<file path="config.mk">
export PLATFORM = sky130hd
export DESIGN_NAME = relaxation_oscillator_step
export DESIGN_NICKNAME = d
export VERILOG_FILES = /design/src/rtl/relosc_pkg.sv /design/src/rtl/relosc_ctrl.sv /design/src/rtl/relosc_dp.sv /design/src/rtl/relaxation_oscillator_step.sv
export SDC_FILE = /design/constraint.sdc
export NUM_CORES = 2
export LEC_CHECK = 0
export ABC_AREA = 1
export BUFFER_PORTS_ARGS = -buffer_cell sky130_fd_sc_hd__buf_2
export CORE_MARGIN = 5
export CORE_UTILIZATION = 60
export CTS_CLUSTER_DIAMETER = 60
export CTS_CLUSTER_SIZE = 10
export DETAILED_ROUTE_END_ITERATION = 10
export PLACE_DENSITY_LB_ADDON = 0.2
export SLEW_MARGIN = 20
export SYNTH_ARGS = -nofsm -noshare
export SYNTH_HDL_FRONTEND = slang
export SYNTH_SLANG_ARGS = --single-unit
export TNS_END_PERCENT = 30
</file>
<file path="constraint.sdc">
create_clock -name clk -period 17.6 [get_ports clk]
set_input_delay 3.52 -clock clk [delete_from_list [all_inputs] [get_ports clk]]
set_output_delay 3.52 -clock clk [all_outputs]
set_load 0.005 [all_outputs]
</file>
<file path="src/rtl/relosc_pkg.sv">
// Shared constants, codes and the controller-to-datapath command type for the
// relaxation oscillator step block. No dependencies.
`timescale 1ns / 1ps

package relosc_pkg;

	localparam int DATA_WIDTH       = 24;
	localparam int FRAC_BITS        = 16;
	localparam int TANH_ENTRIES_DEF = 64;
	localparam int KIND_W           = 2;
	localparam int STEP_W           = 17;
	localparam int CFG_AW           = 1;

	localparam int ONE_Q   = 1 << FRAC_BITS;
	localparam int K_TENTH = ((1 << FRAC_BITS) + 5) / 10;
	localparam int K_004   = ((4 << FRAC_BITS) + 50) / 100;
	localparam int K_002   = ((2 << FRAC_BITS) + 50) / 100;
	localparam int ST_MAX  = (1 << (DATA_WIDTH - 1)) - 1;
	localparam int ST_MIN  = -(1 << (DATA_WIDTH - 1));

	localparam logic [KIND_W-1:0] KIND_COUPLE = 2'd0;
	localparam logic [KIND_W-1:0] KIND_STEP   = 2'd1;
	localparam logic [KIND_W-1:0] KIND_POT    = 2'd2;

	localparam logic [CFG_AW-1:0] REG_INPUT_VALUE = 1'd0;
	localparam logic [CFG_AW-1:0] REG_STEP_SIZE   = 1'd1;

	localparam logic [STEP_W-1:0] STEP_RESET = STEP_W'(K_TENTH);

	// shared multiplier operand selects
	localparam int MSEL_W = 3;
	localparam logic [MSEL_W-1:0] MUL_XX   = 3'd0;
	localparam logic [MSEL_W-1:0] MUL_CUBE = 3'd1;
	localparam logic [MSEL_W-1:0] MUL_DYK  = 3'd2;
	localparam logic [MSEL_W-1:0] MUL_DXL  = 3'd3;
	localparam logic [MSEL_W-1:0] MUL_DXH  = 3'd4;
	localparam logic [MSEL_W-1:0] MUL_DYH  = 3'd5;
	localparam logic [MSEL_W-1:0] MUL_PK   = 3'd6;
	localparam logic [MSEL_W-1:0] MUL_PH   = 3'd7;

	typedef struct packed {
		logic              load_item;
		logic              mul_en;
		logic [MSEL_W-1:0] mul_sel;
		logic              ld_base;
		logic              ld_dx;
		logic              ld_dy;
		logic              ld_lo;
		logic              ld_nx;
		logic              ld_dp;
		logic              commit;
	} dp_cmd_t;

endpackage

</file>
<file path="src/rtl/relosc_ctrl.sv">
// Sequencer for the oscillator step: walks each request through the shared
// multiplier schedule and owns the result valid. Uses relosc_pkg.
`timescale 1ns / 1ps

module relosc_ctrl import relosc_pkg::*; (
	input  logic              clk,
	input  logic              arst_n,
	input  logic              in_valid,
	output logic              in_ready,
	input  logic [KIND_W-1:0] kind,
	output logic              out_valid,
	input  logic              out_ready,
	output dp_cmd_t           cmd
);

	localparam logic [3:0] S_IDLE = 4'd0;
	localparam logic [3:0] S_SQ   = 4'd1;
	localparam logic [3:0] S_CUBE = 4'd2;
	localparam logic [3:0] S_DYK  = 4'd3;
	localparam logic [3:0] S_DXL  = 4'd4;
	localparam logic [3:0] S_DXH  = 4'd5;
	localparam logic [3:0] S_DY   = 4'd6;
	localparam logic [3:0] S_PK   = 4'd7;
	localparam logic [3:0] S_PD   = 4'd8;
	localparam logic [3:0] S_PH   = 4'd9;
	localparam logic [3:0] S_WB   = 4'd10;

	logic [3:0] state_q, state_d;
	logic       out_valid_q;
	logic       accept;
	logic       slot_free;

	assign in_ready  = (state_q == S_IDLE);
	assign accept    = in_valid && in_ready;
	assign slot_free = !out_valid_q || out_ready;
	assign out_valid = out_valid_q;

	always_comb begin
		state_d = state_q;
		cmd     = '0;
		unique case (state_q)
			S_IDLE: begin
				if (accept) begin
					cmd.load_item = 1'b1;
					unique case (kind)
						KIND_STEP: state_d = S_SQ;
						KIND_POT:  state_d = S_PK;
						default:   state_d = S_WB;
					endcase
				end
			end
			S_SQ: begin
				cmd.mul_en  = 1'b1;
				cmd.mul_sel = MUL_XX;
				cmd.ld_base = 1'b1;
				state_d     = S_CUBE;
			end
			S_CUBE: begin
				cmd.mul_en  = 1'b1;
				cmd.mul_sel = MUL_CUBE;
				state_d     = S_DYK;
			end
			S_DYK: begin
				cmd.mul_en  = 1'b1;
				cmd.mul_sel = MUL_DYK;
				cmd.ld_dx   = 1'b1;
				state_d     = S_DXL;
			end
			S_DXL: begin
				cmd.mul_en  = 1'b1;
				cmd.mul_sel = MUL_DXL;
				cmd.ld_dy   = 1'b1;
				state_d     = S_DXH;
			end
			S_DXH: begin
				cmd.mul_en  = 1'b1;
				cmd.mul_sel = MUL_DXH;
				cmd.ld_lo   = 1'b1;
				state_d     = S_DY;
			end
			S_DY: begin
				cmd.mul_en  = 1'b1;
				cmd.mul_sel = MUL_DYH;
				cmd.ld_nx   = 1'b1;
				state_d     = S_WB;
			end
			S_PK: begin
				cmd.mul_en  = 1'b1;
				cmd.mul_sel = MUL_PK;
				state_d     = S_PD;
			end
			S_PD: begin
				cmd.ld_dp = 1'b1;
				state_d   = S_PH;
			end
			S_PH: begin
				cmd.mul_en  = 1'b1;
				cmd.mul_sel = MUL_PH;
				state_d     = S_WB;
			end
			S_WB: begin
				if (slot_free) begin
					cmd.commit = 1'b1;
					state_d    = S_IDLE;
				end
			end
			default: state_d = S_IDLE;
		endcase
	end

	always_ff @(posedge clk or negedge arst_n) begin
		if (!arst_n) begin
			state_q     <= S_IDLE;
			out_valid_q <= 1'b0;
		end else begin
			state_q <= state_d;
			if (cmd.commit) begin
				out_valid_q <= 1'b1;
			end else if (out_ready) begin
				out_valid_q <= 1'b0;
			end
		end
	end

	a_commit_slot: assert property (@(posedge clk) disable iff (!arst_n)
		cmd.commit |-> (!out_valid_q || out_ready))
		else $error("result written over a pending one");

	a_step_entry: assert property (@(posedge clk) disable iff (!arst_n)
		(accept && kind == KIND_STEP) |=> (state_q == S_SQ))
		else $error("step request did not start the multiply chain");

	a_valid_rise: assert property (@(posedge clk) disable iff (!arst_n)
		$rose(out_valid_q) |-> $past(cmd.commit))
		else $error("result valid without a commit");

	a_wb_exit: assert property (@(posedge clk) disable iff (!arst_n)
		(state_q == S_WB && slot_free) |=> (state_q == S_IDLE))
		else $error("write-back stalled with a free slot");

endmodule

</file>
<file path="src/rtl/relosc_dp.sv">
// Datapath: oscillator state, config registers, tanh table, one shared
// 33x25 multiplier and the saturating write-back. Uses relosc_pkg.
`timescale 1ns / 1ps

module relosc_dp import relosc_pkg::*; #(
	parameter int TANH_ENTRIES = TANH_ENTRIES_DEF
) (
	input  logic                         clk,
	input  logic                         arst_n,
	input  dp_cmd_t                      cmd,
	input  logic [KIND_W-1:0]            kind,
	input  logic signed [DATA_WIDTH-1:0] coupling_weight,
	input  logic signed [DATA_WIDTH-1:0] global_inhibition,
	input  logic                         last_weight,
	input  logic signed [DATA_WIDTH-1:0] noise_sample,
	input  logic                         lateral_nonnegative,
	input  logic                         cfg_we,
	input  logic [CFG_AW-1:0]            cfg_index,
	input  logic [DATA_WIDTH-1:0]        cfg_data,
	output logic signed [DATA_WIDTH-1:0] excitation_out,
	output logic signed [DATA_WIDTH-1:0] inhibition_out,
	output logic signed [DATA_WIDTH-1:0] potential_out,
	output logic                         saturated
);

	localparam int MUL_AW = 33;
	localparam int MUL_BW = 25;
	localparam int MUL_PW = MUL_AW + MUL_BW;
	localparam int WG_W   = DATA_WIDTH + 1;
	localparam int ADJ_W  = DATA_WIDTH + 2;
	localparam int BASE_W = DATA_WIDTH + 4;
	localparam int DX_W   = 41;
	localparam int DYA_W  = DATA_WIDTH + 3;
	localparam int DY_W   = DATA_WIDTH;
	localparam int LO_W   = STEP_W + 1;
	localparam int NX_W   = 45;
	localparam int DP_W   = DATA_WIDTH + 3;
	localparam int TAB_AW = $clog2(TANH_ENTRIES);
	localparam int T_W    = FRAC_BITS + 2;
	localparam int TSCALE = 10 * TANH_ENTRIES;
	localparam int TIDX_W = DATA_WIDTH + $clog2(TSCALE + 1);
	localparam longint unsigned Q20 = 64'd1 << 20;
	localparam longint unsigned TANH_D = (64'd8 * Q20) / TANH_ENTRIES;

	typedef logic [FRAC_BITS-1:0] tanh_tab_t [TANH_ENTRIES];

	typedef struct packed {
		logic                         hit;
		logic signed [DATA_WIDTH-1:0] val;
	} sat_t;

	// restoring shift-subtract division, used only while the table is built
	function automatic longint unsigned div_u64(input longint unsigned num,
			input longint unsigned den);
		longint unsigned q;
		longint unsigned r;
		q = '0;
		r = '0;
		for (int b = 63; b >= 0; b--) begin
			r = {r[62:0], num[b]};
			if (r >= den) begin
				r    = r - den;
				q[b] = 1'b1;
			end
		end
		return q;
	endfunction

	// tanh(4i/N) from an integer exponential series in Q20
	function automatic tanh_tab_t build_tanh();
		longint unsigned term;
		longint unsigned ed;
		longint unsigned e;
		tanh_tab_t       tab;
		term = Q20;
		ed   = Q20;
		e    = Q20;
		for (int k = 1; k <= 15; k++) begin
			term = div_u64(term * TANH_D, 64'(k) * Q20);
			ed   = ed + term;
		end
		for (int i = 0; i < TANH_ENTRIES; i++) begin
			tab[i] = FRAC_BITS'(div_u64((e - Q20) << FRAC_BITS, e + Q20));
			e      = (e * ed) >> 20;
		end
		return tab;
	endfunction

	localparam tanh_tab_t TANH_TAB = build_tanh();

	function automatic sat_t sat_state(input logic signed [NX_W-1:0] v);
		sat_t r;
		r.hit = 1'b0;
		r.val = v[DATA_WIDTH-1:0];
		if (v > NX_W'(ST_MAX)) begin
			r.hit = 1'b1;
			r.val = DATA_WIDTH'(ST_MAX);
		end else if (v < NX_W'(ST_MIN)) begin
			r.hit = 1'b1;
			r.val = DATA_WIDTH'(ST_MIN);
		end
		return r;
	endfunction

	// architectural state and config
	logic signed [DATA_WIDTH-1:0] x_q, y_q, p_q, pc_q, ac_q, iv_q;
	logic [STEP_W-1:0]            h_q;

	// per-request working registers
	logic [KIND_W-1:0]        kind_q;
	logic                     last_q, lat_q;
	logic signed [WG_W-1:0]   wg_q;
	logic signed [ADJ_W-1:0]  adj_q;
	logic signed [BASE_W-1:0] base_q;
	logic signed [DYA_W-1:0]  dyarg_q;
	logic signed [DX_W-1:0]   dx_q;
	logic signed [DY_W-1:0]   dy_q;
	logic [LO_W-1:0]          lo_q;
	logic signed [NX_W-1:0]   nx_q;
	logic signed [DP_W-1:0]   dp_q;
	logic signed [MUL_PW-1:0] prod_q;

	logic signed [DATA_WIDTH-1:0] ex_out_q, in_out_q, po_out_q;
	logic                         sat_out_q;

	// combinational
	logic signed [DATA_WIDTH-1:0] iv_sel;
	logic signed [ADJ_W-1:0]      adj_d;
	logic [DATA_WIDTH-1:0]        mag;
	logic [TIDX_W-1:0]            idx_full;
	logic                         in_tab;
	logic signed [T_W-1:0]        t_mag, t_sgn;
	logic signed [DYA_W-1:0]      onept, dyarg_d;
	logic signed [BASE_W-1:0]     bx, base_d;
	logic signed [MUL_PW-1:0]     prod_sh;
	logic signed [DX_W-1:0]       dxh;
	logic signed [MUL_AW-1:0]     mul_a;
	logic signed [MUL_BW-1:0]     mul_b, hb;
	logic signed [NX_W-1:0]       prod_add, ny_w, np_w, psum_w;
	logic signed [DP_W-1:0]       dp_lat;
	sat_t                         sx, sy, sp, sc;
	logic signed [DATA_WIDTH-1:0] x_n, y_n, p_n, pc_n, ac_n;
	logic                         hit_n;

	assign iv_sel = (p_q > DATA_WIDTH'(K_TENTH)) ? iv_q : '0;
	assign adj_d  = ADJ_W'(iv_sel) + ADJ_W'(ac_q) + ADJ_W'(noise_sample);

	// tanh(x/0.1) lookup, odd symmetry
	assign mag      = x_q[DATA_WIDTH-1] ? (~x_q + 1'b1) : x_q;
	assign idx_full = (TIDX_W'(mag) * TIDX_W'(TSCALE)) >> (FRAC_BITS + 2);
	assign in_tab   = idx_full < TIDX_W'(TANH_ENTRIES);
	assign t_mag    = in_tab ? $signed({2'b00, TANH_TAB[idx_full[TAB_AW-1:0]]})
	                         : T_W'(ONE_Q);
	assign t_sgn    = x_q[DATA_WIDTH-1] ? -t_mag : t_mag;
	assign onept    = DYA_W'(ONE_Q) + DYA_W'(t_sgn);
	assign dyarg_d  = (onept * DYA_W'(9)) - DYA_W'(y_q);

	assign bx     = BASE_W'(x_q);
	assign base_d = bx + bx + bx - BASE_W'(y_q) + BASE_W'(adj_q) + BASE_W'(2 * ONE_Q);

	assign prod_sh  = prod_q >>> FRAC_BITS;
	assign dxh      = dx_q >>> FRAC_BITS;
	assign hb       = $signed({{(MUL_BW - STEP_W){1'b0}}, h_q});
	assign prod_add = $signed(prod_sh[NX_W-1:0]);
	assign dp_lat   = lat_q ? (DP_W'(ONE_Q) - DP_W'(p_q)) : '0;

	always_comb begin
		mul_a = '0;
		mul_b = '0;
		unique case (cmd.mul_sel)
			MUL_XX: begin
				mul_a = MUL_AW'(x_q);
				mul_b = MUL_BW'(x_q);
			end
			MUL_CUBE: begin
				mul_a = $signed(prod_sh[MUL_AW-1:0]);
				mul_b = MUL_BW'(x_q);
			end
			MUL_DYK: begin
				mul_a = MUL_AW'(dyarg_q);
				mul_b = MUL_BW'(K_004);
			end
			MUL_DXL: begin
				mul_a = $signed({{(MUL_AW - FRAC_BITS){1'b0}}, dx_q[FRAC_BITS-1:0]});
				mul_b = hb;
			end
			MUL_DXH: begin
				mul_a = $signed(dxh[MUL_AW-1:0]);
				mul_b = hb;
			end
			MUL_DYH: begin
				mul_a = MUL_AW'(dy_q);
				mul_b = hb;
			end
			MUL_PK: begin
				mul_a = MUL_AW'(p_q);
				mul_b = MUL_BW'(K_002);
			end
			MUL_PH: begin
				mul_a = MUL_AW'(dp_q);
				mul_b = hb;
			end
		endcase
	end

	// write-back
	assign ny_w   = NX_W'(y_q) + prod_add;
	assign np_w   = NX_W'(p_q) + prod_add;
	assign psum_w = NX_W'(pc_q) + NX_W'(wg_q);
	assign sx     = sat_state(nx_q);
	assign sy     = sat_state(ny_w);
	assign sp     = sat_state(np_w);
	assign sc     = sat_state(psum_w);

	always_comb begin
		x_n   = x_q;
		y_n   = y_q;
		p_n   = p_q;
		pc_n  = pc_q;
		ac_n  = ac_q;
		hit_n = 1'b0;
		unique case (kind_q)
			KIND_COUPLE: begin
				hit_n = sc.hit;
				if (last_q) begin
					ac_n = sc.val;
					pc_n = '0;
				end else begin
					pc_n = sc.val;
				end
			end
			KIND_STEP: begin
				x_n   = sx.val;
				y_n   = sy.val;
				hit_n = sx.hit | sy.hit;
			end
			KIND_POT: begin
				p_n   = sp.val;
				hit_n = sp.hit;
			end
			default: ;
		endcase
	end

	always_ff @(posedge clk or negedge arst_n) begin
		if (!arst_n) begin
			x_q  <= '0;
			y_q  <= '0;
			p_q  <= '0;
			pc_q <= '0;
			ac_q <= '0;
			iv_q <= '0;
			h_q  <= STEP_RESET;
		end else begin
			if (cfg_we) begin
				unique case (cfg_index)
					REG_INPUT_VALUE: iv_q <= $signed(cfg_data);
					REG_STEP_SIZE:   h_q  <= cfg_data[STEP_W-1:0];
				endcase
			end
			if (cmd.commit) begin
				x_q  <= x_n;
				y_q  <= y_n;
				p_q  <= p_n;
				pc_q <= pc_n;
				ac_q <= ac_n;
			end
		end
	end

	always_ff @(posedge clk) begin
		if (cmd.load_item) begin
			kind_q <= kind;
			last_q <= last_weight;
			lat_q  <= lateral_nonnegative;
			wg_q   <= WG_W'(coupling_weight) - WG_W'(global_inhibition);
			adj_q  <= adj_d;
		end
		if (cmd.mul_en) begin
			prod_q <= mul_a * mul_b;
		end
		if (cmd.ld_base) begin
			base_q  <= base_d;
			dyarg_q <= dyarg_d;
		end
		if (cmd.ld_dx) begin
			dx_q <= DX_W'(base_q) - $signed(prod_sh[DX_W-1:0]);
		end
		if (cmd.ld_dy) begin
			dy_q <= $signed(prod_sh[DY_W-1:0]);
		end
		if (cmd.ld_lo) begin
			lo_q <= prod_sh[LO_W-1:0];
		end
		if (cmd.ld_nx) begin
			nx_q <= $signed(prod_q[NX_W-1:0]) + NX_W'(x_q)
			        + $signed({{(NX_W - LO_W){1'b0}}, lo_q});
		end
		if (cmd.ld_dp) begin
			dp_q <= dp_lat - $signed(prod_sh[DP_W-1:0]);
		end
		if (cmd.commit) begin
			ex_out_q  <= x_n;
			in_out_q  <= y_n;
			po_out_q  <= p_n;
			sat_out_q <= hit_n;
		end
	end

	assign excitation_out = ex_out_q;
	assign inhibition_out = in_out_q;
	assign potential_out  = po_out_q;
	assign saturated      = sat_out_q;

endmodule

</file>
<file path="src/rtl/relaxation_oscillator_step.sv">
// One relaxation oscillator advanced by forward Euler in signed Q8.16. A request
// of coupling-weight or unused kind goes from acceptance straight to write-back;
// a potential step and an oscillator step first pass through a chain of states
// that drive the single shared 33x25 multiplier, through which the square, the
// cube, the tanh-scaled inhibition term and the step-size products pass one per
// cycle. The result sits in an output register, so the next request is accepted
// while it waits. Config writes are taken every cycle (cfg_ready stays high);
// index 0 is the stimulus, index 1 the step size.
// Depends on relosc_pkg, relosc_ctrl and relosc_dp.
`timescale 1ns / 1ps

module relaxation_oscillator_step import relosc_pkg::*; #(
	parameter int TANH_ENTRIES = TANH_ENTRIES_DEF
) (
	input  logic                         clk,
	input  logic                         arst_n,
	input  logic                         in_valid,
	output logic                         in_ready,
	input  logic [KIND_W-1:0]            kind,
	input  logic signed [DATA_WIDTH-1:0] coupling_weight,
	input  logic signed [DATA_WIDTH-1:0] global_inhibition,
	input  logic                         last_weight,
	input  logic signed [DATA_WIDTH-1:0] noise_sample,
	input  logic                         lateral_nonnegative,
	output logic                         out_valid,
	input  logic                         out_ready,
	output logic signed [DATA_WIDTH-1:0] excitation_out,
	output logic signed [DATA_WIDTH-1:0] inhibition_out,
	output logic signed [DATA_WIDTH-1:0] potential_out,
	output logic                         saturated,
	input  logic                         cfg_valid,
	output logic                         cfg_ready,
	input  logic [CFG_AW-1:0]            cfg_index,
	input  logic [DATA_WIDTH-1:0]        cfg_data
);

	dp_cmd_t cmd;
	logic    cfg_we;

	assign cfg_ready = 1'b1;
	assign cfg_we    = cfg_valid && cfg_ready;

	relosc_ctrl u_ctrl (
		.clk       (clk),
		.arst_n    (arst_n),
		.in_valid  (in_valid),
		.in_ready  (in_ready),
		.kind      (kind),
		.out_valid (out_valid),
		.out_ready (out_ready),
		.cmd       (cmd)
	);

	relosc_dp #(
		.TANH_ENTRIES (TANH_ENTRIES)
	) u_dp (
		.clk                 (clk),
		.arst_n              (arst_n),
		.cmd                 (cmd),
		.kind                (kind),
		.coupling_weight     (coupling_weight),
		.global_inhibition   (global_inhibition),
		.last_weight         (last_weight),
		.noise_sample        (noise_sample),
		.lateral_nonnegative (lateral_nonnegative),
		.cfg_we              (cfg_we),
		.cfg_index           (cfg_index),
		.cfg_data            (cfg_data),
		.excitation_out      (excitation_out),
		.inhibition_out      (inhibition_out),
		.potential_out       (potential_out),
		.saturated           (saturated)
	);

endmodule
</file>
==> summary.txt <==
Critical path peak fanout -> 33
# nets final -> 10984
Synth unique cells -> 68
Max Slew Vio Count -> 0
Max-cap violations -> 0
Total Wirelength -> 259000 um
Overflow after GRT -> 0
Clock Skew -> 0.0578 ns
Crit-path max cell delay -> 0.91 ns
Site Rows -> 129
Cts repair resizes -> 0
# setup viols final -> 0
Synthesized area -> 75100 um^2
IO Port Bufs -> 180
CP max-delay cell -> clkinv_1
Crit share post-route -> 67.6%
Final Hold Viols -> 0
Sequential area share after synthesis -> 21.4%
Clk pin slew, worst setup/hold paths -> 0.06 ns
CP most frequent cell -> inv_1
H-tree depth -> 3
Die H -> 364 um
Arr. time, crit path -> 12.29 ns
Overall routing resource usage -> 39.2%
Yosys reg bits -> 562
Initial antenna violation count -> 10
Gpl congestion -> 1.09
Critical Path Start Type -> register
Wire per inst -> 23.6 um
Status -> completed
Post-CTS setup buffer count -> 0
Starting Density -> 60.5%
Vias in the first global route -> 65545
Ys async rst share -> 29.5%
RSZ-0062 raised after global routing -> false
Die Wd -> 364 um
TritonCTS buffer count -> 77
Yosys top cell area share -> 25.0%
Worst skew pair latency -> 0.71 ns
Syn avg cell area -> 8.21 um^2
CORE AREA -> 124000 um^2
Worst Setup End Kind -> register
Setup Crit Path Kind -> register to register
First-pass GRT wire length -> 391000 um
Clock Sinks -> 562
Main area contributors after synthesis -> fa_1 (25%), edfxtp_1 (16%), ha_1 (11%), nand2_1 (9.1%), inv_1 (8.4%)
Via count -> 65221
Area Growth Syn to Fin -> 7.20%
Initial DRC count -> 7579
Largest net degree at the start of global routing -> 78
Clock Tree Buf Depth -> 3
# IOs -> 182
Post-synthesis instance total -> 9148
Max-slew headroom -> 20.5%
Final Critical Period -> 11.90 ns
Post-Syn Nets -> 10870
Dominant cell type by area after synthesis -> fa_1
Share of cells above drive strength 1 -> 5.14%
Warning count from the yosys run -> 0
Most used DFF post-synth -> edfxtp_1
TritonRoute pass-1 iters -> 8
Root buffer cell -> clkbuf_16
Avg Vias per Cell -> 5.95
Total die area -> 132000 um^2
Post-synth EDFFs -> 396
Final setup TNS -> 0 ns
Slew @ Worst Pin -> 1.19 ns
CTS Hold Bufs -> 0
Number of remaining DRC errors -> 0
FMAX -> 84.0 MHz
Most common cell after layout, fill and taps aside -> nand2_1
Most frequent cells in the layout -> nand2_1 (1825), inv_1 (1689), nor2_1 (937), fa_1 (937), ha_1 (678)
Required time of the critical path -> 17.99 ns
Final ANT Viol Nets -> 0
Hold/Removal Path Class -> register to register
Hpwl dp -> 209000 um
TritonCTS clock tree -> built
==> kinds of logic after synthesis <==
logic type                 synth area share, %
AOI/OAI and AO/OA                         10.1
xor gates and xnor gates                  4.92
adders and majority gates                 36.3
buffers and inverters                     9.86
DFF                                       21.4
other                                  0.00499
and+or+nand+nor                           17.5
==> flip-flops by register name, summed over array words and instances, names as in the netlist, 24 cells and up <==
name	cells
u_dp.prod_q	58
u_dp.nx_q	45
u_dp.dx_q	41
u_dp.base_q	28
u_dp.dp_q	27
u_dp.dyarg_q	27
u_dp.adj_q	26
u_dp.wg_q	25
u_dp.ac_q	24
u_dp.dy_q	24
u_dp.excitation_out	24
u_dp.inhibition_out	24
u_dp.iv_q	24
u_dp.p_q	24
u_dp.pc_q	24
u_dp.potential_out	24
u_dp.x_q	24
u_dp.y_q	24
==> synthesized netlist by cell type, types with 5 or more instances <==
| library cell | count |
|---|---|
| a22o_1 | 6 |
| ha_1 | 678 |
| o21ai_0 | 369 |
| xnor2_1 | 154 |
| xor2_1 | 263 |
| nand4_1 | 40 |
| a21o_1 | 27 |
| o211ai_1 | 27 |
| inv_2 | 8 |
| nor4_1 | 17 |
| edfxtp_1 | 396 |
| nor2_2 | 9 |
| o31ai_1 | 6 |
| clkinv_1 | 15 |
| nand3_1 | 301 |
| inv_1 | 1689 |
| buf_2 | 22 |
| o21a_1 | 24 |
| dfstp_2 | 7 |
| a21oi_1 | 592 |
| o221ai_1 | 9 |
| a22oi_1 | 24 |
| buf_4 | 12 |
| o21bai_1 | 26 |
| o2111ai_1 | 16 |
| a211oi_1 | 9 |
| a31oi_1 | 50 |
| dfrtp_1 | 159 |
| and3_1 | 10 |
| clkbuf_1 | 189 |
| o22ai_1 | 11 |
| nand2_2 | 19 |
| nand3_2 | 11 |
| a221oi_1 | 41 |
| nor2_1 | 951 |
| nand2_1 | 1826 |
| o21ai_1 | 20 |
| and2_1 | 5 |
| buf_1 | 11 |
| fa_1 | 938 |
| nand3b_1 | 10 |
| nor3_1 | 60 |
| a21boi_0 | 50 |
==> worst paths after layout <==
| kind | start | to | slack [ns] | cells after the start |
|---|---|---|---|---|
| max | u_ctrl.state_q[2] | u_dp.prod_q[56] | 5.70 | 36 |
| min | u_dp.iv_q[10] | u_dp.iv_q[10] | 0.49 | 2 |
| max reg2reg | u_ctrl.state_q[2] | u_dp.prod_q[56] | 5.70 | 36 |
| min reg2reg | u_dp.iv_q[10] | u_dp.iv_q[10] | 0.49 | 2 |
| max in group asynchronous | arst_n | u_dp.pc_q[23] | 13.36 | 2 |
| min in group asynchronous | arst_n | u_dp.x_q[23] | 2.81 | 1 |
==> critical path: cells and delay by family (launching register included) <==
kind,cells,cell delay (ns)
buffers and inverters,11,3.06
and+or+nand+nor,9,2.37
AOI/OAI and AO/OA,7,1.80
DFF,1,0.38
xor gates and xnor gates,1,0.17
adders and majority gates,8,3.81
==> final cells by class <==
type	count	area (um^2)
timing repair buffer	272	1620
fill	10698	43600
clock inverter	26	379
inverter	1712	6430
antenna	5	12.5
tap	1637	2050
clock buffer	110	2140
sequential	562	16100
multi-input combinational	6637	51900
==> per-layer routing <==
layer / vias to the layer above / wire [um] / global-route usage [%] / share of wire (%)
li1: 29171 / - / - / -
met3: 771 / 27300 / 8.05 / 11
met2: 3662 / 114000 / 61.1 / 44
met4: 4 / 16900 / 20.4 / 6.5
met5: - / 20 / 0 / 0.0077
met1: 31613 / 101000 / 52.3 / 39
==> metrics by stage <==
| stage | hold slack, ns | instance area (um^2) | utilization (%) | std cells | setup slack (ns) |
|---|---|---|---|---|---|
| after floorplan | 0.453 | 75100 | - | 9148 | 8.36 |
| after global placement | 0.467 | 78000 | 62.8 | 10819 | 6.43 |
| after detailed placement | 0.476 | 78000 | 62.8 | 10819 | 6.09 |
| after CTS | 0.489 | 80500 | 64.9 | 10955 | 6.06 |
| after global routing | 0.504 | 80500 | 64.9 | 10956 | 5.22 |
| final | 0.486 | 80500 | 64.9 | 10961 | 5.70 |
Power is left out: the tool's default activity adds up to more than one toggle a clock period on the data nets, which glitch-free logic cannot reach.
